File: src/rtl/core/nnps_pkg.sv
`default_nettype none

package nnps_pkg;

   // Field widths of the channels and the configuration port.
   localparam int PIX_W      = 8;
   localparam int CFG_DIM_W  = 13;
   localparam int STEP_W     = 29;
   localparam int COL_W      = 12;
   localparam int ROW_W      = 12;
   localparam int REP_W      = 5;
   localparam int CSR_IDX_W  = 3;
   localparam int CSR_DATA_W = 29;

   // Defaults for the top-level parameters.
   localparam int FRAC_BITS_DEF  = 16;
   localparam int MAX_DIM_DEF    = 4096;
   localparam int MAX_REPEAT_DEF = 16;

   // No more than this many copies are made in either direction.
   localparam int COPY_LIMIT = 16;

   // Commands from the controller to the datapath.
   typedef struct packed {
      logic accept;
      logic row_step;
      logic col_step;
      logic advance;
   } nnps_cmd_type;

   // Status from the datapath to the controller.
   typedef struct packed {
      logic row_start;
      logic row_go;
      logic col_go;
      logic col_emit;
      logic out_free;
   } nnps_sts_type;

endpackage

`default_nettype wire

File: src/rtl/core/nnps_intf.sv
`default_nettype none

interface nnps_req_if;
   logic                        valid;
   logic                        ready;
   logic [nnps_pkg::PIX_W-1:0]  pixel_in;

   modport source (output valid, output pixel_in, input ready);
   modport sink   (input valid, input pixel_in, output ready);
endinterface

interface nnps_rsp_if;
   logic                        valid;
   logic                        ready;
   logic [nnps_pkg::PIX_W-1:0]  pixel_out;
   logic [nnps_pkg::COL_W-1:0]  dst_col;
   logic [nnps_pkg::ROW_W-1:0]  dst_row;
   logic [nnps_pkg::REP_W-1:0]  row_copies;
   logic                        run_last;

   modport source (output valid, output pixel_out, output dst_col, output dst_row,
                   output row_copies, output run_last, input ready);
   modport sink   (input valid, input pixel_out, input dst_col, input dst_row,
                   input row_copies, input run_last, output ready);
endinterface

`default_nettype wire

File: src/rtl/core/nnps_csr.sv
`default_nettype none

module nnps_csr #(
   parameter int MAX_DIM = nnps_pkg::MAX_DIM_DEF,
   localparam int DIM_W = $clog2(MAX_DIM + 1)
) (
   input  wire logic                            clock,
   input  wire logic                            reset,
   input  wire logic                            csr_wr_en,
   input  wire logic [nnps_pkg::CSR_IDX_W-1:0]  csr_index,
   input  wire logic [nnps_pkg::CSR_DATA_W-1:0] csr_wdata,
   output logic      [DIM_W-1:0]                src_w,
   output logic      [DIM_W-1:0]                src_h,
   output logic      [DIM_W-1:0]                dst_w,
   output logic      [DIM_W-1:0]                dst_h,
   output logic      [nnps_pkg::STEP_W-1:0]     step_x,
   output logic      [nnps_pkg::STEP_W-1:0]     step_y
);
   import nnps_pkg::*;

   localparam logic [CSR_IDX_W-1:0] CSR_SRC_WIDTH  = 3'd0;
   localparam logic [CSR_IDX_W-1:0] CSR_SRC_HEIGHT = 3'd1;
   localparam logic [CSR_IDX_W-1:0] CSR_DST_WIDTH  = 3'd2;
   localparam logic [CSR_IDX_W-1:0] CSR_DST_HEIGHT = 3'd3;
   localparam logic [CSR_IDX_W-1:0] CSR_STEP_X     = 3'd4;
   localparam logic [CSR_IDX_W-1:0] CSR_STEP_Y     = 3'd5;

   localparam logic [CFG_DIM_W-1:0] WIDTH_RST  = 13'd640;
   localparam logic [CFG_DIM_W-1:0] HEIGHT_RST = 13'd480;
   localparam logic [STEP_W-1:0]    STEP_RST   = 29'd65536;

   logic [CFG_DIM_W-1:0] src_width_ff, src_height_ff, dst_width_ff, dst_height_ff;
   logic [STEP_W-1:0]    step_x_ff, step_y_ff;

   always_ff @(posedge clock) begin
      if (reset) begin
         src_width_ff  <= WIDTH_RST;
         src_height_ff <= HEIGHT_RST;
         dst_width_ff  <= WIDTH_RST;
         dst_height_ff <= HEIGHT_RST;
         step_x_ff     <= STEP_RST;
         step_y_ff     <= STEP_RST;
      end else if (csr_wr_en) begin
         case (csr_index)
            CSR_SRC_WIDTH:  src_width_ff  <= csr_wdata[CFG_DIM_W-1:0];
            CSR_SRC_HEIGHT: src_height_ff <= csr_wdata[CFG_DIM_W-1:0];
            CSR_DST_WIDTH:  dst_width_ff  <= csr_wdata[CFG_DIM_W-1:0];
            CSR_DST_HEIGHT: dst_height_ff <= csr_wdata[CFG_DIM_W-1:0];
            CSR_STEP_X:     step_x_ff     <= csr_wdata[STEP_W-1:0];
            CSR_STEP_Y:     step_y_ff     <= csr_wdata[STEP_W-1:0];
            default: ;
         endcase
      end
   end

   // Sizes above MAX_DIM act as MAX_DIM; a source size of zero acts as one.
   function automatic logic [DIM_W-1:0] clamp_dim(input logic [CFG_DIM_W-1:0] v,
                                                  input logic lowest_one);
      logic [DIM_W-1:0] r;
      if (lowest_one && v == '0) begin
         r = DIM_W'(1);
      end else if (int'(v) > MAX_DIM) begin
         r = DIM_W'(MAX_DIM);
      end else begin
         r = DIM_W'(v);
      end
      return r;
   endfunction

   assign src_w  = clamp_dim(src_width_ff, 1'b1);
   assign src_h  = clamp_dim(src_height_ff, 1'b1);
   assign dst_w  = clamp_dim(dst_width_ff, 1'b0);
   assign dst_h  = clamp_dim(dst_height_ff, 1'b0);
   assign step_x = step_x_ff;
   assign step_y = step_y_ff;

endmodule

`default_nettype wire

File: src/rtl/core/nnps_ctrl.sv
`default_nettype none

module nnps_ctrl (
   input  wire logic                   clock,
   input  wire logic                   reset,
   input  wire logic                   req_valid,
   output logic                        req_ready,
   input  wire nnps_pkg::nnps_sts_type sts,
   output nnps_pkg::nnps_cmd_type      cmd
);
   import nnps_pkg::*;

   localparam logic [1:0] ST_IDLE = 2'd0;
   localparam logic [1:0] ST_ROWS = 2'd1;
   localparam logic [1:0] ST_COLS = 2'd2;

   logic [1:0] state_ff, state_in;

   assign req_ready = (state_ff == ST_IDLE);

   always_comb begin
      state_in = state_ff;
      cmd      = '0;
      case (state_ff)
         ST_IDLE: begin
            if (req_valid) begin
               cmd.accept = 1'b1;
               state_in   = sts.row_start ? ST_ROWS : ST_COLS;
            end
         end
         ST_ROWS: begin
            if (sts.row_go) begin
               cmd.row_step = 1'b1;
            end else begin
               state_in = ST_COLS;
            end
         end
         ST_COLS: begin
            if (sts.col_go) begin
               // A column that yields an item waits for room in the output register.
               cmd.col_step = !sts.col_emit || sts.out_free;
            end else begin
               cmd.advance = 1'b1;
               state_in    = ST_IDLE;
            end
         end
         default: begin
            state_in = ST_IDLE;
         end
      endcase
   end

   always_ff @(posedge clock) begin
      if (reset) begin
         state_ff <= ST_IDLE;
      end else begin
         state_ff <= state_in;
      end
   end

endmodule

`default_nettype wire

File: src/rtl/core/nnps_dp.sv
`default_nettype none

module nnps_dp #(
   parameter int FRAC_BITS  = nnps_pkg::FRAC_BITS_DEF,
   parameter int MAX_DIM    = nnps_pkg::MAX_DIM_DEF,
   parameter int MAX_REPEAT = nnps_pkg::MAX_REPEAT_DEF,
   localparam int DIM_W = $clog2(MAX_DIM + 1)
) (
   input  wire logic                         clock,
   input  wire logic                         reset,
   input  wire nnps_pkg::nnps_cmd_type       cmd,
   output nnps_pkg::nnps_sts_type            sts,
   input  wire logic [nnps_pkg::PIX_W-1:0]   pixel_in,
   input  wire logic [DIM_W-1:0]             src_w,
   input  wire logic [DIM_W-1:0]             src_h,
   input  wire logic [DIM_W-1:0]             dst_w,
   input  wire logic [DIM_W-1:0]             dst_h,
   input  wire logic [nnps_pkg::STEP_W-1:0]  step_x,
   input  wire logic [nnps_pkg::STEP_W-1:0]  step_y,
   output logic                              rsp_valid,
   input  wire logic                         rsp_ready,
   output logic      [nnps_pkg::PIX_W-1:0]   rsp_pixel_out,
   output logic      [nnps_pkg::COL_W-1:0]   rsp_dst_col,
   output logic      [nnps_pkg::ROW_W-1:0]   rsp_dst_row,
   output logic      [nnps_pkg::REP_W-1:0]   rsp_row_copies,
   output logic                              rsp_run_last
);
   import nnps_pkg::*;

   localparam int CNT_W = $clog2(MAX_DIM);
   localparam int ACC_W = ((CNT_W + FRAC_BITS) > STEP_W ? (CNT_W + FRAC_BITS) : STEP_W) + 1;
   localparam int POS_W = ACC_W - FRAC_BITS;
   localparam int CAP   = (MAX_REPEAT < COPY_LIMIT) ? MAX_REPEAT : COPY_LIMIT;

   logic [CNT_W-1:0] src_col_ff, src_col_in, src_row_ff, src_row_in;
   logic [DIM_W-1:0] dst_col_ff, dst_col_in, dst_row_ff, dst_row_in;
   logic [ACC_W-1:0] col_acc_ff, col_acc_in, row_acc_ff, row_acc_in;
   logic [ROW_W-1:0] row_first_ff, row_first_in;
   logic [REP_W-1:0] row_rep_ff, row_rep_in;
   logic [REP_W-1:0] n_ff, n_in;
   logic [PIX_W-1:0] pix_ff;
   logic             rsp_valid_ff, rsp_valid_in;

   logic [POS_W-1:0] col_pos, col_pos_nx, row_pos, src_col_pos, src_row_pos;
   logic [ACC_W-1:0] col_acc_nx;
   logic [DIM_W:0]   dst_col_inc;
   logic [CNT_W:0]   src_col_inc, src_row_inc;
   logic             row_hit, col_last, emit, col_wrap, frame_wrap;

   assign src_col_pos = POS_W'(src_col_ff);
   assign src_row_pos = POS_W'(src_row_ff);
   assign col_pos     = col_acc_ff[ACC_W-1:FRAC_BITS];
   assign row_pos     = row_acc_ff[ACC_W-1:FRAC_BITS];
   assign col_acc_nx  = col_acc_ff + ACC_W'(step_x);
   assign col_pos_nx  = col_acc_nx[ACC_W-1:FRAC_BITS];
   assign dst_col_inc = {1'b0, dst_col_ff} + (DIM_W+1)'(1);
   assign row_hit     = (row_pos == src_row_pos);

   assign sts.row_start = (src_col_ff == '0);
   assign sts.row_go    = (dst_row_ff < dst_h) && (row_pos <= src_row_pos);
   assign sts.col_go    = (row_rep_ff != '0) && (dst_col_ff < dst_w) && (col_pos <= src_col_pos);
   assign sts.col_emit  = (col_pos == src_col_pos) && (n_ff < REP_W'(CAP));
   assign sts.out_free  = !rsp_valid_ff || rsp_ready;

   // Columns that map to this pixel form one contiguous run, so the item is the
   // last one when the following column falls outside it or the cap is reached.
   assign col_last = (n_ff == REP_W'(CAP - 1)) ||
                     !((dst_col_inc < {1'b0, dst_w}) && (col_pos_nx == src_col_pos));

   assign emit        = cmd.col_step && sts.col_emit;
   assign src_col_inc = {1'b0, src_col_ff} + (CNT_W+1)'(1);
   assign src_row_inc = {1'b0, src_row_ff} + (CNT_W+1)'(1);
   assign col_wrap    = src_col_inc >= (CNT_W+1)'(src_w);
   assign frame_wrap  = col_wrap && (src_row_inc >= (CNT_W+1)'(src_h));

   always_comb begin
      src_col_in   = src_col_ff;
      src_row_in   = src_row_ff;
      dst_col_in   = dst_col_ff;
      dst_row_in   = dst_row_ff;
      col_acc_in   = col_acc_ff;
      row_acc_in   = row_acc_ff;
      row_first_in = row_first_ff;
      row_rep_in   = row_rep_ff;
      n_in         = n_ff;

      if (cmd.accept) begin
         n_in = '0;
         if (sts.row_start) begin
            col_acc_in   = '0;
            dst_col_in   = '0;
            row_rep_in   = '0;
            row_first_in = ROW_W'(dst_row_ff);
         end
      end

      if (cmd.row_step) begin
         if (row_hit) begin
            if (row_rep_ff == '0) begin
               row_first_in = ROW_W'(dst_row_ff);
            end
            if (row_rep_ff < REP_W'(CAP)) begin
               row_rep_in = row_rep_ff + REP_W'(1);
            end
         end
         row_acc_in = row_acc_ff + ACC_W'(step_y);
         dst_row_in = dst_row_ff + DIM_W'(1);
      end

      if (cmd.col_step) begin
         col_acc_in = col_acc_nx;
         dst_col_in = dst_col_inc[DIM_W-1:0];
         if (sts.col_emit) begin
            n_in = n_ff + REP_W'(1);
         end
      end

      if (cmd.advance) begin
         if (col_wrap) begin
            src_col_in = '0;
            if (frame_wrap) begin
               src_row_in = '0;
               row_acc_in = '0;
               dst_row_in = '0;
            end else begin
               src_row_in = src_row_inc[CNT_W-1:0];
            end
         end else begin
            src_col_in = src_col_inc[CNT_W-1:0];
         end
      end

      if (emit) begin
         rsp_valid_in = 1'b1;
      end else if (rsp_ready) begin
         rsp_valid_in = 1'b0;
      end else begin
         rsp_valid_in = rsp_valid_ff;
      end
   end

   always_ff @(posedge clock) begin
      if (reset) begin
         src_col_ff   <= '0;
         src_row_ff   <= '0;
         dst_col_ff   <= '0;
         dst_row_ff   <= '0;
         col_acc_ff   <= '0;
         row_acc_ff   <= '0;
         row_first_ff <= '0;
         row_rep_ff   <= '0;
         n_ff         <= '0;
         rsp_valid_ff <= 1'b0;
      end else begin
         src_col_ff   <= src_col_in;
         src_row_ff   <= src_row_in;
         dst_col_ff   <= dst_col_in;
         dst_row_ff   <= dst_row_in;
         col_acc_ff   <= col_acc_in;
         row_acc_ff   <= row_acc_in;
         row_first_ff <= row_first_in;
         row_rep_ff   <= row_rep_in;
         n_ff         <= n_in;
         rsp_valid_ff <= rsp_valid_in;
      end
   end

   always_ff @(posedge clock) begin
      if (cmd.accept) begin
         pix_ff <= pixel_in;
      end
      if (emit) begin
         rsp_pixel_out  <= pix_ff;
         rsp_dst_col    <= COL_W'(dst_col_ff);
         rsp_dst_row    <= row_first_ff;
         rsp_row_copies <= row_rep_ff;
         rsp_run_last   <= col_last;
      end
   end

   assign rsp_valid = rsp_valid_ff;

   a_item_count_cap: assert property (@(posedge clock) disable iff (reset)
      n_ff <= REP_W'(CAP))
      else $error("more items produced for one pixel than the cap allows");

   a_row_copies_cap: assert property (@(posedge clock) disable iff (reset)
      row_rep_ff <= REP_W'(CAP))
      else $error("row copy count above the cap");

   a_emit_has_room: assert property (@(posedge clock) disable iff (reset)
      emit |-> (!rsp_valid_ff || rsp_ready))
      else $error("item written over a result that was not taken");

   a_frame_end_clears: assert property (@(posedge clock) disable iff (reset)
      (cmd.advance && frame_wrap) |=> (dst_row_ff == '0 && row_acc_ff == '0 && src_row_ff == '0))
      else $error("row state not cleared at frame end");

   a_one_step_kind: assert property (@(posedge clock) disable iff (reset)
      !(cmd.row_step && cmd.col_step) && !(cmd.accept && cmd.advance))
      else $error("conflicting datapath commands");

endmodule

`default_nettype wire

File: src/rtl/core/nearest_neighbor_pixel_scaler.sv
// Nearest-neighbor scaler for one 8-bit image plane. Source pixels enter in raster order on
// the req_chan channel; for each one the block sends, on rsp_chan, one item per destination
// column that maps to it (at most min(MAX_REPEAT,16)), each carrying the first destination
// row and the number of destination rows that repeat this source row, so the writer copies
// the row; a dropped pixel yields no item. Registers on the csr_ port, by index: 0 source
// width, 1 source height, 2 destination width, 3 destination height, 4 step_x, 5 step_y,
// steps in fixed point with FRAC_BITS fraction bits; write them only between items. One
// shared stepping unit walks the accumulators one destination position per cycle while
// the output register has room for any item that the column step yields: a pixel is
// first accepted, then at the first pixel of each source row the destination rows are
// examined and that row scan is ended, then the destination columns are examined, and a
// closing step advances the source position. Items wait in an output register, so a
// stalled sink holds the scan only when the next column item is due.
`default_nettype none

module nearest_neighbor_pixel_scaler #(
   parameter int FRAC_BITS  = nnps_pkg::FRAC_BITS_DEF,
   parameter int MAX_DIM    = nnps_pkg::MAX_DIM_DEF,
   parameter int MAX_REPEAT = nnps_pkg::MAX_REPEAT_DEF
) (
   input  wire logic                            clock,
   input  wire logic                            reset,
   nnps_req_if.sink                             req_chan,
   nnps_rsp_if.source                           rsp_chan,
   input  wire logic                            csr_wr_en,
   input  wire logic [nnps_pkg::CSR_IDX_W-1:0]  csr_index,
   input  wire logic [nnps_pkg::CSR_DATA_W-1:0] csr_wdata
);
   import nnps_pkg::*;

   localparam int DIM_W = $clog2(MAX_DIM + 1);

   logic [DIM_W-1:0]  src_w, src_h, dst_w, dst_h;
   logic [STEP_W-1:0] step_x, step_y;
   nnps_cmd_type      cmd;
   nnps_sts_type      sts;

   nnps_csr #(
      .MAX_DIM (MAX_DIM)
   ) u_csr (
      .clock     (clock),
      .reset     (reset),
      .csr_wr_en (csr_wr_en),
      .csr_index (csr_index),
      .csr_wdata (csr_wdata),
      .src_w     (src_w),
      .src_h     (src_h),
      .dst_w     (dst_w),
      .dst_h     (dst_h),
      .step_x    (step_x),
      .step_y    (step_y)
   );

   nnps_ctrl u_ctrl (
      .clock     (clock),
      .reset     (reset),
      .req_valid (req_chan.valid),
      .req_ready (req_chan.ready),
      .sts       (sts),
      .cmd       (cmd)
   );

   nnps_dp #(
      .FRAC_BITS  (FRAC_BITS),
      .MAX_DIM    (MAX_DIM),
      .MAX_REPEAT (MAX_REPEAT)
   ) u_dp (
      .clock          (clock),
      .reset          (reset),
      .cmd            (cmd),
      .sts            (sts),
      .pixel_in       (req_chan.pixel_in),
      .src_w          (src_w),
      .src_h          (src_h),
      .dst_w          (dst_w),
      .dst_h          (dst_h),
      .step_x         (step_x),
      .step_y         (step_y),
      .rsp_valid      (rsp_chan.valid),
      .rsp_ready      (rsp_chan.ready),
      .rsp_pixel_out  (rsp_chan.pixel_out),
      .rsp_dst_col    (rsp_chan.dst_col),
      .rsp_dst_row    (rsp_chan.dst_row),
      .rsp_row_copies (rsp_chan.row_copies),
      .rsp_run_last   (rsp_chan.run_last)
   );

endmodule

`default_nettype wire

File: src/flat_wrapper.sv
// flat-port wrapper written by rule: the top's interface ports become plain ports
module nearest_neighbor_pixel_scaler_flat import nnps_pkg::*;
#(
   parameter int FRAC_BITS  = nnps_pkg::FRAC_BITS_DEF,
   parameter int MAX_DIM    = nnps_pkg::MAX_DIM_DEF,
   parameter int MAX_REPEAT = nnps_pkg::MAX_REPEAT_DEF
)
  (clock, reset, csr_wr_en, csr_index, csr_wdata, req_chan_valid, req_chan_pixel_in, req_chan_ready, rsp_chan_valid, rsp_chan_pixel_out, rsp_chan_dst_col, rsp_chan_dst_row, rsp_chan_row_copies, rsp_chan_run_last, rsp_chan_ready);
  nnps_req_if req_chan_i ();
  nnps_rsp_if rsp_chan_i ();
  input  wire logic clock;
  input  wire logic reset;
  input  wire logic csr_wr_en;
  input  wire logic [nnps_pkg::CSR_IDX_W-1:0] csr_index;
  input  wire logic [nnps_pkg::CSR_DATA_W-1:0] csr_wdata;
  input wire logic [$bits(req_chan_i.valid)-1:0] req_chan_valid;
  input wire logic [$bits(req_chan_i.pixel_in)-1:0] req_chan_pixel_in;
  output wire logic [$bits(req_chan_i.ready)-1:0] req_chan_ready;
  output wire logic [$bits(rsp_chan_i.valid)-1:0] rsp_chan_valid;
  output wire logic [$bits(rsp_chan_i.pixel_out)-1:0] rsp_chan_pixel_out;
  output wire logic [$bits(rsp_chan_i.dst_col)-1:0] rsp_chan_dst_col;
  output wire logic [$bits(rsp_chan_i.dst_row)-1:0] rsp_chan_dst_row;
  output wire logic [$bits(rsp_chan_i.row_copies)-1:0] rsp_chan_row_copies;
  output wire logic [$bits(rsp_chan_i.run_last)-1:0] rsp_chan_run_last;
  input wire logic [$bits(rsp_chan_i.ready)-1:0] rsp_chan_ready;
  assign req_chan_i.valid = req_chan_valid;
  assign req_chan_i.pixel_in = req_chan_pixel_in;
  assign req_chan_ready = req_chan_i.ready;
  assign rsp_chan_valid = rsp_chan_i.valid;
  assign rsp_chan_pixel_out = rsp_chan_i.pixel_out;
  assign rsp_chan_dst_col = rsp_chan_i.dst_col;
  assign rsp_chan_dst_row = rsp_chan_i.dst_row;
  assign rsp_chan_row_copies = rsp_chan_i.row_copies;
  assign rsp_chan_run_last = rsp_chan_i.run_last;
  assign rsp_chan_i.ready = rsp_chan_ready;
  nearest_neighbor_pixel_scaler #(.FRAC_BITS(FRAC_BITS), .MAX_DIM(MAX_DIM), .MAX_REPEAT(MAX_REPEAT)) u_core (.clock(clock), .reset(reset), .req_chan(req_chan_i), .rsp_chan(rsp_chan_i), .csr_wr_en(csr_wr_en), .csr_index(csr_index), .csr_wdata(csr_wdata));
endmodule
File: config.mk
export PLATFORM = sky130hd
export DESIGN_NAME = nearest_neighbor_pixel_scaler_flat
export DESIGN_NICKNAME = d
export VERILOG_FILES = /design/src/rtl/core/nnps_pkg.sv /design/src/rtl/core/nnps_intf.sv /design/src/rtl/core/nnps_csr.sv /design/src/rtl/core/nnps_ctrl.sv /design/src/rtl/core/nnps_dp.sv /design/src/rtl/core/nearest_neighbor_pixel_scaler.sv /design/src/flat_wrapper.sv
export SDC_FILE = /design/constraint.sdc
export NUM_CORES = 1
export LEC_CHECK = 0
export BUFFER_PORTS_ARGS = -buffer_cell sky130_fd_sc_hd__buf_2
export CAP_MARGIN = 0
export CORE_ASPECT_RATIO = 1.2
export CORE_MARGIN = 2
export CORE_UTILIZATION = 62
export CTS_CLUSTER_SIZE = 40
export DETAILED_ROUTE_END_ITERATION = 6
export PLACE_DENSITY_LB_ADDON = 0.25
export SLEW_MARGIN = 30
export SYNTH_ARGS = -nofsm -noshare
export SYNTH_HDL_FRONTEND = slang
export SYNTH_SLANG_ARGS = --single-unit
File: constraint.sdc
create_clock -name clock -period 5.4 [get_ports clock]
set_input_delay 0.54 -clock clock [delete_from_list [all_inputs] [get_ports clock]]
set_output_delay 0.54 -clock clock [all_outputs]
set_load 0.01 [all_outputs]
Word-level counts from Yosys, hierarchy flattened
Index checks and enable logic that the tools add are counted.
W data, S select, Z words.
Word-level totals
  flip-flop bits (word level): 291
  bits in latches: 0
  memory bits (writable): 0
  memory bits (read-only): 0
  bits of input ports: 45
  output and inout port bits: 40
  logic and storage cells: 139
  memories: 0
Operators by class
  add/sub/neg operators: 8
  multipliers: 0
  divide/modulo/power cells: 0
  magnitude comparators: 13
  equality and inequality tests: 14
  shift operators: 0
  mux-type cells: 49
  bitwise gates (word level): 0
  reductions and logical operators: 32
Operator list (number)
  $mux W30: 7
  $mux W13: 13
  $mux W12: 7
  $add A30 B29 Y30: 2
  $gt A13 B13 Y1 const B: 4
  $eq A14 B12 Y1: 3
  $mux W5: 8
  $le A14 B12 Y1: 2
  $add A12 B1 Y13 const B: 2
  $ge A13 B13 Y1: 2
  $logic_not A13 Y1: 2
  $lt A13 B13 Y1: 2
  $reduce_and A2 Y1: 8
  $add A13 B1 Y14 const B: 1
  $lt A14 B13 Y1: 1
  $add A13 B1 Y13 const B: 1
  $logic_not A12 Y1: 1
  $add A5 B1 Y5 const B: 2
  $lt A5 B5 Y1 const B: 2
  $mux W2: 5
  $mux W1: 8
  $logic_and A1 B1 Y1: 7
  $eq A3 B2 Y1 const B: 2
  $eq A3 B3 Y1 const B: 2
  other kinds (14): 22

Depth between registers and ports, before layout
Gate-level depths: netlist of run 1.
  word-level depth: 10
  depth in mapped cells: 19
  mapped depth without buffers: 17

Hierarchy
Synthesis of run 1 repeated with hierarchy kept, for this count alone.
Second synthesis, totals
  cells, all modules: 2060
  area total of the unflattened synthesis: 17162.7 um2
Modules (own cells, without submodules)
  nnps_dp: times used 1, cells an instance 1491, area an instance 12710.9 um2, sequential area each 4043.9 um2
  nnps_csr: times used 1, cells an instance 553, area an instance 4314.1 um2, sequential area each 2202.1 um2
  nnps_ctrl: times used 1, cells an instance 16, area an instance 137.6 um2, sequential area each 40.0 um2

Worst setup path after synthesis of run 1
No wires, ideal clock.
  path type: register to register
  start: register u_core.u_dp.dst_col_ff[0]
  end: register u_core.u_dp.rsp_run_last, data pin
  setup time: 271 ps
  arrival time: 4048 ps
  required time: 5129 ps
  slack: 1081 ps
  stages on the path, launching flop included: 18
  path buffers: 0
  clock period less this slack: 4319 ps
  cell sequence: dfxtp_1 ha_1 and3_1 and3_1 and3_1 and3_1 nand3_1 xnor2_1 ha_1 a2111o_1 a221oi_2 nand4_1 or3_1 a2111oi_1 and4_1 o2111ai_1 a2111oi_2 nand4b_1
On the way
  word-level cells in the longest chain between the ends: 5
RTL lines
  start, declared: RTL line nnps_dp.sv:36  | logic [DIM_W-1:0] dst_col_ff, dst_col_in, dst_row_ff, dst_row_in;
  start signal, assigned: RTL line nnps_dp.sv:157  | dst_col_ff <= dst_col_in;
  $add A13 B1 Y14: RTL line nnps_dp.sv:56  | assign dst_col_inc = {1'b0, dst_col_ff} + (DIM_W+1)'(1);
  $lt A14 B13 Y1: RTL line nnps_dp.sv:68  | !((dst_col_inc < {1'b0, dst_w}) && (col_pos_nx == src_col_pos));
  $logic_and A1 B1 Y1: RTL line nnps_dp.sv:68
  $logic_not A1 Y1: RTL line nnps_dp.sv:68
  $logic_or A1 B1 Y1: RTL line nnps_dp.sv:67  | assign col_last = (n_ff == REP_W'(CAP - 1)) ||
  net u_core.u_dp.col_last: RTL line nnps_dp.sv:48  | logic row_hit, col_last, emit, col_wrap, frame_wrap;
  end signal, assigned: RTL line nnps_dp.sv:177  | rsp_run_last <= col_last;
  end, declared: RTL line nnps_dp.sv:26  | output logic rsp_run_last
The timed path passes the listed nets, and every way through them passes these cells.
A chain may end at the register's enable or synchronous reset.

Worst setup path after layout of run 1
Ends and elaborated chain as after synthesis.

==> results.py, run 1 <==
metrics = {
    "final_layout": {
        "nFillCells": 2120,
        "area_growth_pct": 10.1,
        "final_common_cell": "nand2_1",
        "fin_cells": 2366,
        "multiInputGateArea_mm2": 0.00962,
        "n_antenna_cell": 0,
        "num-nets-final": 2209,
        "layout_common_cells": "369 x nand2_1, 245 x dfxtp_1, 210 x a21oi_1, 156 x nor2_1, 153 x ha_1",
        "drive_gt1_frac": 0.0857,
        "post-route-util": 0.692,
        "seq_area_mm2": 0.00629,
    },
    "clocking": {
        "htreeDepth": 1,
        "cts_max_path_buffers": 3,
        "postCtsSetupBuffers": 0,
        "path_clk_slew_ps": 60,
        "postCtsHoldBufs": 0,
        "cts_root_buf": "clkbuf_16",
        "cts_resized": 0,
        "cts_inserted_buffers": 29,
        "clock_latency_ps": 560,
        "cts_sinks": 291,
        "cts_tree": "built",
    },
    "die": {
        "coreArea_mm2": 0.0262,
        "fp.dieH_um": 183,
        "die_w_um": 153,
        "pin_count": 85,
        "start_util": 0.629,
        "dieArea_mm2": 0.0279,
        "rows": 65,
    },
    "pwr": {
        "powerDensity_mw_per_mm2": 301,
        "ir_worst_vdd_uv": 237,
        "p_leak_uw": 0.00744,
    },
    "worst_setup_path": {
        "crit_required_ps": 5690,
        "start_kind": "flip-flop",
        "worstPathArrival_ps": 5180,
        "cp_max_fo": 8,
        "cp-end-kind": "flip-flop",
        "path_class": "reg -> reg",
    },
    "synth": {
        "synth_fp_nets": 2167,
        "synth_area_leaders": "dfxtp_1 30%, ha_1 12%, nand2_1 8.4%, edfxtp_1 8.4%, a21oi_1 6.4%",
        "netlist_instances": 1967,
        "synth_edf_count": 46,
        "synth_cell_types": 79,
        "syn_avg_cell_area_um2": 8.37,
        "synth-seq-cells": 291,
        "yosysWarningCount": 0,
        "synthArstFlopShare": 0,
        "yosysSeqAreaShare": 0.382,
        "synth_top_area_frac": 0.298,
        "ys.flop_type": "dfxtp_1",
        "synth_top_area_cell": "dfxtp_1",
        "synth_area_mm2": 0.0165,
    },
    "routing": {
        "vias": 14463,
        "wl_per_cell_um": 18.0,
        "drtPass1Iterations": 6,
        "drt-total-wl_mm": 42.6,
        "vias_per_cell": 6.11,
        "drt_iter0_drc": 1013,
        "final_antenna_net_count": 0,
        "drcViolationCount": 0,
    },
    "sta": {
        "totalNegativeSetupSlack_ps": 0,
        "fin_crit_sh": 0.905,
        "max-slew-margin-rel": 0.360,
        "fin_skew_ps": 13.9,
        "tightest_slew_ps": 960,
        "final-hold-violation-count": 0,
        "max_clock_freq_mhz": 205,
        "finalMaxSlewViolations": 0,
        "rsz0062_at_grt": "false",
        "fin_crit_ps": 4890,
        "final-setup-viol-count": 0,
    },
    "global_routing": {
        "antenna_found_initial": 2,
        "grt_pass1_vias": 14027,
        "grt-ovfl-total": 0,
        "grt_use_total": 0.301,
        "grt_pass1_wl_mm": 69.6,
        "grt_max_degree": 120,
    },
    "outcome": {
        "outcome": "finished, final reports clean",
    },
    "hold_path": {
        "hp-class": "in -> reg",
    },
    "placed_design": {
        "placedCellCount": 2313,
        "routabilityCongestion": 0.978,
        "hpwl_mm": 30.6,
        "io_buffers": 84,
    },
    "job": {
        "cap_violations": 0,
    },
}
## cells in the mapped netlist, types with 5 or more instances
master     instances
a2111oi_0          6
a211oi_1          18
a21boi_0           5
a21o_1            28
a21oi_1          210
a31oi_1           27
and2_1             5
and3_1            23
and4_1             5
buf_1              5
buf_2             10
clkbuf_1          65
dfxtp_1          245
edfxtp_1          46
ha_1             153
inv_1             63
mux2i_1           39
nand2_1          369
nand2b_1          13
nand3_1           62
nand3b_1          25
nand4_1           21
nor2_1           156
nor2b_1           14
nor3_1            33
nor3b_1            5
nor4_1            15
o2111ai_1          7
o211ai_1          13
o21a_1            13
o21ai_0           65
o21bai_1           8
o31ai_1            6
or3_1              8
xnor2_1           71
xor2_1            36
## area by class of cell
cell class                      count  share of cell area
Clock buffer                       36              0.0455
Clock inverter                     17              0.0115
Inverter                           63              0.0130
Multi-Input combinational cell   1528               0.531
Sequential cell                   291               0.347
Tap cell                          335              0.0231
Timing Repair Buffer               96              0.0292
## routing by layer
metal / vias up / track usage / routed length (µm)
met1: 6788 / 0.365 / 17500
met5: - / 0 / 11
met3: 135 / 0.0553 / 2810
met2: 489 / 0.503 / 19800
met4: 2 / 0.173 / 2530
li1: 7049 / - / -
## path summary, 6_finish.rpt
path | cells past startpoint | from | slack, ps | endpoint
worst max-delay path | 17 | u_core.u_dp.dst_col_ff[0] | 510 | u_core.u_dp.rsp_run_last
worst min-delay path | 1 | req_chan_pixel_in[5] | 150 | u_core.u_dp.pix_ff[5]
worst max register to register | 17 | u_core.u_dp.dst_col_ff[0] | 510 | u_core.u_dp.rsp_run_last
worst min register to register | 0 | u_core.u_dp.pix_ff[6] | 420 | u_core.u_dp.rsp_pixel_out[6]
## through the flow
stage | hold slack, ps | power (µW) | setup WS, ps | cell area (µm²)
2_1_floorplan | 400 | 3040 | 1080 | 16500
3_3_place_gp | 400 | 3290 | 769 | 17100
3_5_place_dp | 405 | 3320 | 634 | 17100
4_1_cts | 140 | 5470 | 522 | 18100
5_1_grt | 132 | 5670 | 17.7 | 18100
6_report | 155 | 5450 | 512 | 18100
## where the power goes
group	internal, µW	total [µW]	switching (µW)
Combinational	330	920	590
Sequential	2290	2370	71.2
Clock	1280	2160	880
Total	3910	5450	1540
## kinds of logic (layout without fill, tap and decap cells)
logic type,Yosys count,count (layout),share of synthesized area
muxes,40,40,0.0244
and+or+nand+nor,781,781,0.217
DFF,291,291,0.382
xor gates and xnor gates,107,107,0.0569
buffers and inverters,148,212,0.0359
adders and majority gates,155,155,0.119
AOI/OAI and AO/OA,445,445,0.165
## worst max-delay path: stages (launching register included)
cell and delay [ps]:
dfxtp_1 490, ha_1 300, and3_1 270, and3_1 270, and3_1 250, and3_1 270
nand3_1 120, xnor2_1 210, ha_1 280, a2111o_1 390, a221oi_2 180, nand4_1 100
or3_1 370, a2111oi_1 330, and4_1 250, o2111ai_1 120, a2111oi_2 300, nand4b_1 140
## flip-flops by register name (all words and copies together), names as in the netlist, 29 cells and up
register / count
u_core.u_dp.col_acc_ff: 30
u_core.u_dp.row_acc_ff: 30
u_core.u_csr.step_y: 29
u_core.u_csr.step_x: 29
Note: power is estimated with default switching activity, not from simulation.
==> inputs of run 2 (changes only) <==
- clock period: 5.4 -> 5.6 ns (I/O delays scaled with it)
==> run 2 against run 1 <==
Effect of this change:
- count of clock-buffer cells in the layout grew 4
- critical path depth did not move
- maximum frequency shrank 0.45%
- combinational power fell by 3.0%
- setup slack improved by 180 ps
- sequential share of layout area hardly changed
==> results.py, run 2 (synthesis results as in run 1) <==
metrics = {
    "worst_setup_path": {
        "rrSetupSlack_ps": 690,
        "cp_common_cell": "and3_1",
        "cp_slowest_stage_delay_ps": 450,
        "path_class": "reg -> reg",
        "worstPathArrival_ps": 5200,
        "crit_slowest_cell": "dfxtp_1",
        "r2r_cells": 17,
        "worstReg2RegStart": "u_core.u_dp.dst_col_ff[0]",
        "cp_top_family": "simple AND/OR/NAND/NOR gates",
        "cp-startpoint": "u_core.u_dp.dst_col_ff[0]",
        "cp-end-kind": "flip-flop",
        "start_kind": "flip-flop",
        "worst-path-buf-inv": 0,
        "path_cells": "ha_1 -> and3_1 -> and3_1 -> and3_1 -> and3_1 -> nand3_1 -> xnor2_1 -> ha_1 -> a2111o_1 -> a221oi_2 -> nand4_1 -> or3_1 -> a2111oi_1 -> and4_1 -> o2111ai_1 -> a2111oi_2 -> nand4b_1",
        "crit_required_ps": 5890,
        "crit_cells": 17,
        "cp_max_fo": 8,
        "worstSetupEndpoint": "u_core.u_dp.rsp_run_last",
        "r2r-end": "u_core.u_dp.rsp_run_last",
    },
    "die": {
        "fp.dieH_um": 183,
        "start_util": 0.629,
        "die_w_um": 153,
        "coreArea_mm2": 0.0262,
        "pin_count": 85,
        "rows": 65,
        "dieArea_mm2": 0.0279,
    },
    "pwr": {
        "switching_share": 0.287,
        "powerDensity_mw_per_mm2": 288,
        "seqPwrFrac": 0.438,
        "ir_worst_vdd_uv": 269,
        "clkPwrFrac": 0.391,
        "p_leak_uw": 0.00739,
        "comb_power_share": 0.171,
        "switching_power_uw": 1500,
        "internal_power_uw": 3720,
    },
    "global_routing": {
        "antenna_found_initial": 2,
        "grt-ovfl-total": 0,
        "grt_use_total": 0.302,
        "grt_pass1_vias": 14096,
        "grt_pass1_wl_mm": 69.7,
        "grt_max_degree": 98,
    },
    "hold_path": {
        "hp-class": "in -> reg",
    },
    "sta": {
        "fin_skew_ps": 14.9,
        "fin_crit_sh": 0.877,
        "final-hold-violation-count": 0,
        "fin_hold_ws_ps": 171,
        "totalNegativeSetupSlack_ps": 0,
        "finalMaxSlewViolations": 0,
        "final-setup-viol-count": 0,
        "fin_crit_ps": 4910,
        "max_clock_freq_mhz": 204,
        "tightest_slew_ps": 913,
        "rsz0062_at_grt": "false",
        "max-slew-margin-rel": 0.385,
    },
    "clocking": {
        "cts_tree": "built",
        "cts_resized": 0,
        "htreeDepth": 1,
        "path_clk_slew_ps": 70,
        "postCtsHoldBufs": 0,
        "cts_inserted_buffers": 29,
        "postCtsSetupBuffers": 0,
        "cts_max_path_buffers": 3,
        "clock_latency_ps": 570,
        "cts_sinks": 291,
        "cts_root_buf": "clkbuf_16",
    },
    "final_layout": {
        "top_regs": "u_core.u_dp.col_acc_ff (30), u_core.u_dp.row_acc_ff (30)",
        "area_growth_pct": 9.99,
        "seq_area_mm2": 0.00629,
        "final_common_cell": "nand2_1",
        "multiInputGateArea_mm2": 0.00963,
        "nFillCells": 2111,
        "num-nets-final": 2209,
        "layout_common_cells": "369 x nand2_1, 245 x dfxtp_1, 210 x a21oi_1, 156 x nor2_1, 153 x ha_1",
        "drive_gt1_frac": 0.0866,
    },
    "routing": {
        "wl_per_cell_um": 18.2,
        "final_antenna_net_count": 0,
        "drcViolationCount": 0,
        "drt_iter0_drc": 1069,
        "vias": 14500,
        "drt-total-wl_mm": 43.0,
        "vias_per_cell": 6.12,
        "drtPass1Iterations": 6,
    },
    "job": {
        "cap_violations": 0,
    },
    "placed_design": {
        "io_buffers": 84,
        "hpwl_mm": 30.9,
        "routabilityCongestion": 0.944,
    },
    "outcome": {
        "outcome": "finished, final reports clean",
    },
}
run 2: worst min-delay path by stage:
stage                     startpoint                           end  slack, ps  cells after the start
6_report        req_chan_pixel_in[1]         u_core.u_dp.pix_ff[1]        170                      1
5_1_grt         req_chan_pixel_in[2]         u_core.u_dp.pix_ff[2]        160                      1
4_1_cts         req_chan_pixel_in[1]         u_core.u_dp.pix_ff[1]        160                      1
3_5_place_dp   u_core.u_dp.pix_ff[7]  u_core.u_dp.rsp_pixel_out[7]        410                      0
3_3_place_gp   u_core.u_dp.pix_ff[0]  u_core.u_dp.rsp_pixel_out[0]        400                      0
2_1_floorplan  u_core.u_dp.pix_ff[0]  u_core.u_dp.rsp_pixel_out[0]        400                      0
run 2: per-layer routing:
layer	vias up	global-route usage	wire length (µm)
li1	7036	-	-
met1	6823	0.375	17400
met2	501	0.515	20300
met3	138	0.0432	2940
met4	2	0.153	2380
met5	-	0	11
run 2: area by class of cell:
| cell class | instances | area share |
|---|---|---|
| flip-flops and latches | 291 | 0.347 |
| clock inverters | 14 | 0.00795 |
| repair buffers | 96 | 0.0287 |
| multi-input cells | 1528 | 0.532 |
| clock buffers | 40 | 0.0481 |
| inverters | 63 | 0.0131 |
| diodes | 1 | 0.000138 |
| well taps | 335 | 0.0231 |
run 2: stage by stage:
stage | std cells | cell area (µm²) | utilization | worst slack [ps] | power (µW)
after floorplan | 1967 | 16500 | - | 1280 | 2940
after global placement | 2313 | 17100 | 0.652 | 986 | 3180
after detailed placement | 2313 | 17100 | 0.653 | 767 | 3200
after CTS | 2367 | 18100 | 0.691 | 772 | 5240
after global routing | 2367 | 18100 | 0.691 | 255 | 5410
final | 2368 | 18100 | 0.691 | 690 | 5210
run 2: worst register-to-register path, cell delays in order (launching register included):
cell and delay (ps):
dfxtp_1 450, ha_1 270, and3_1 270, and3_1 260, and3_1 260, and3_1 250
nand3_1 110, xnor2_1 210, ha_1 280, a2111o_1 410, a221oi_2 180, nand4_1 110
or3_1 380, a2111oi_1 350, and4_1 240, o2111ai_1 110, a2111oi_2 350, nand4b_1 150
run 2: power by group through the flow:
stage | registers, µW | clock network (µW) | logic, µW
global placement | 2320 | 0 | 852
global route | 2290 | 2140 | 973
finish | 2280 | 2040 | 892
floorplan | 2310 | 0 | 629
CTS | 2280 | 2070 | 888
detailed placement | 2330 | 0 | 875
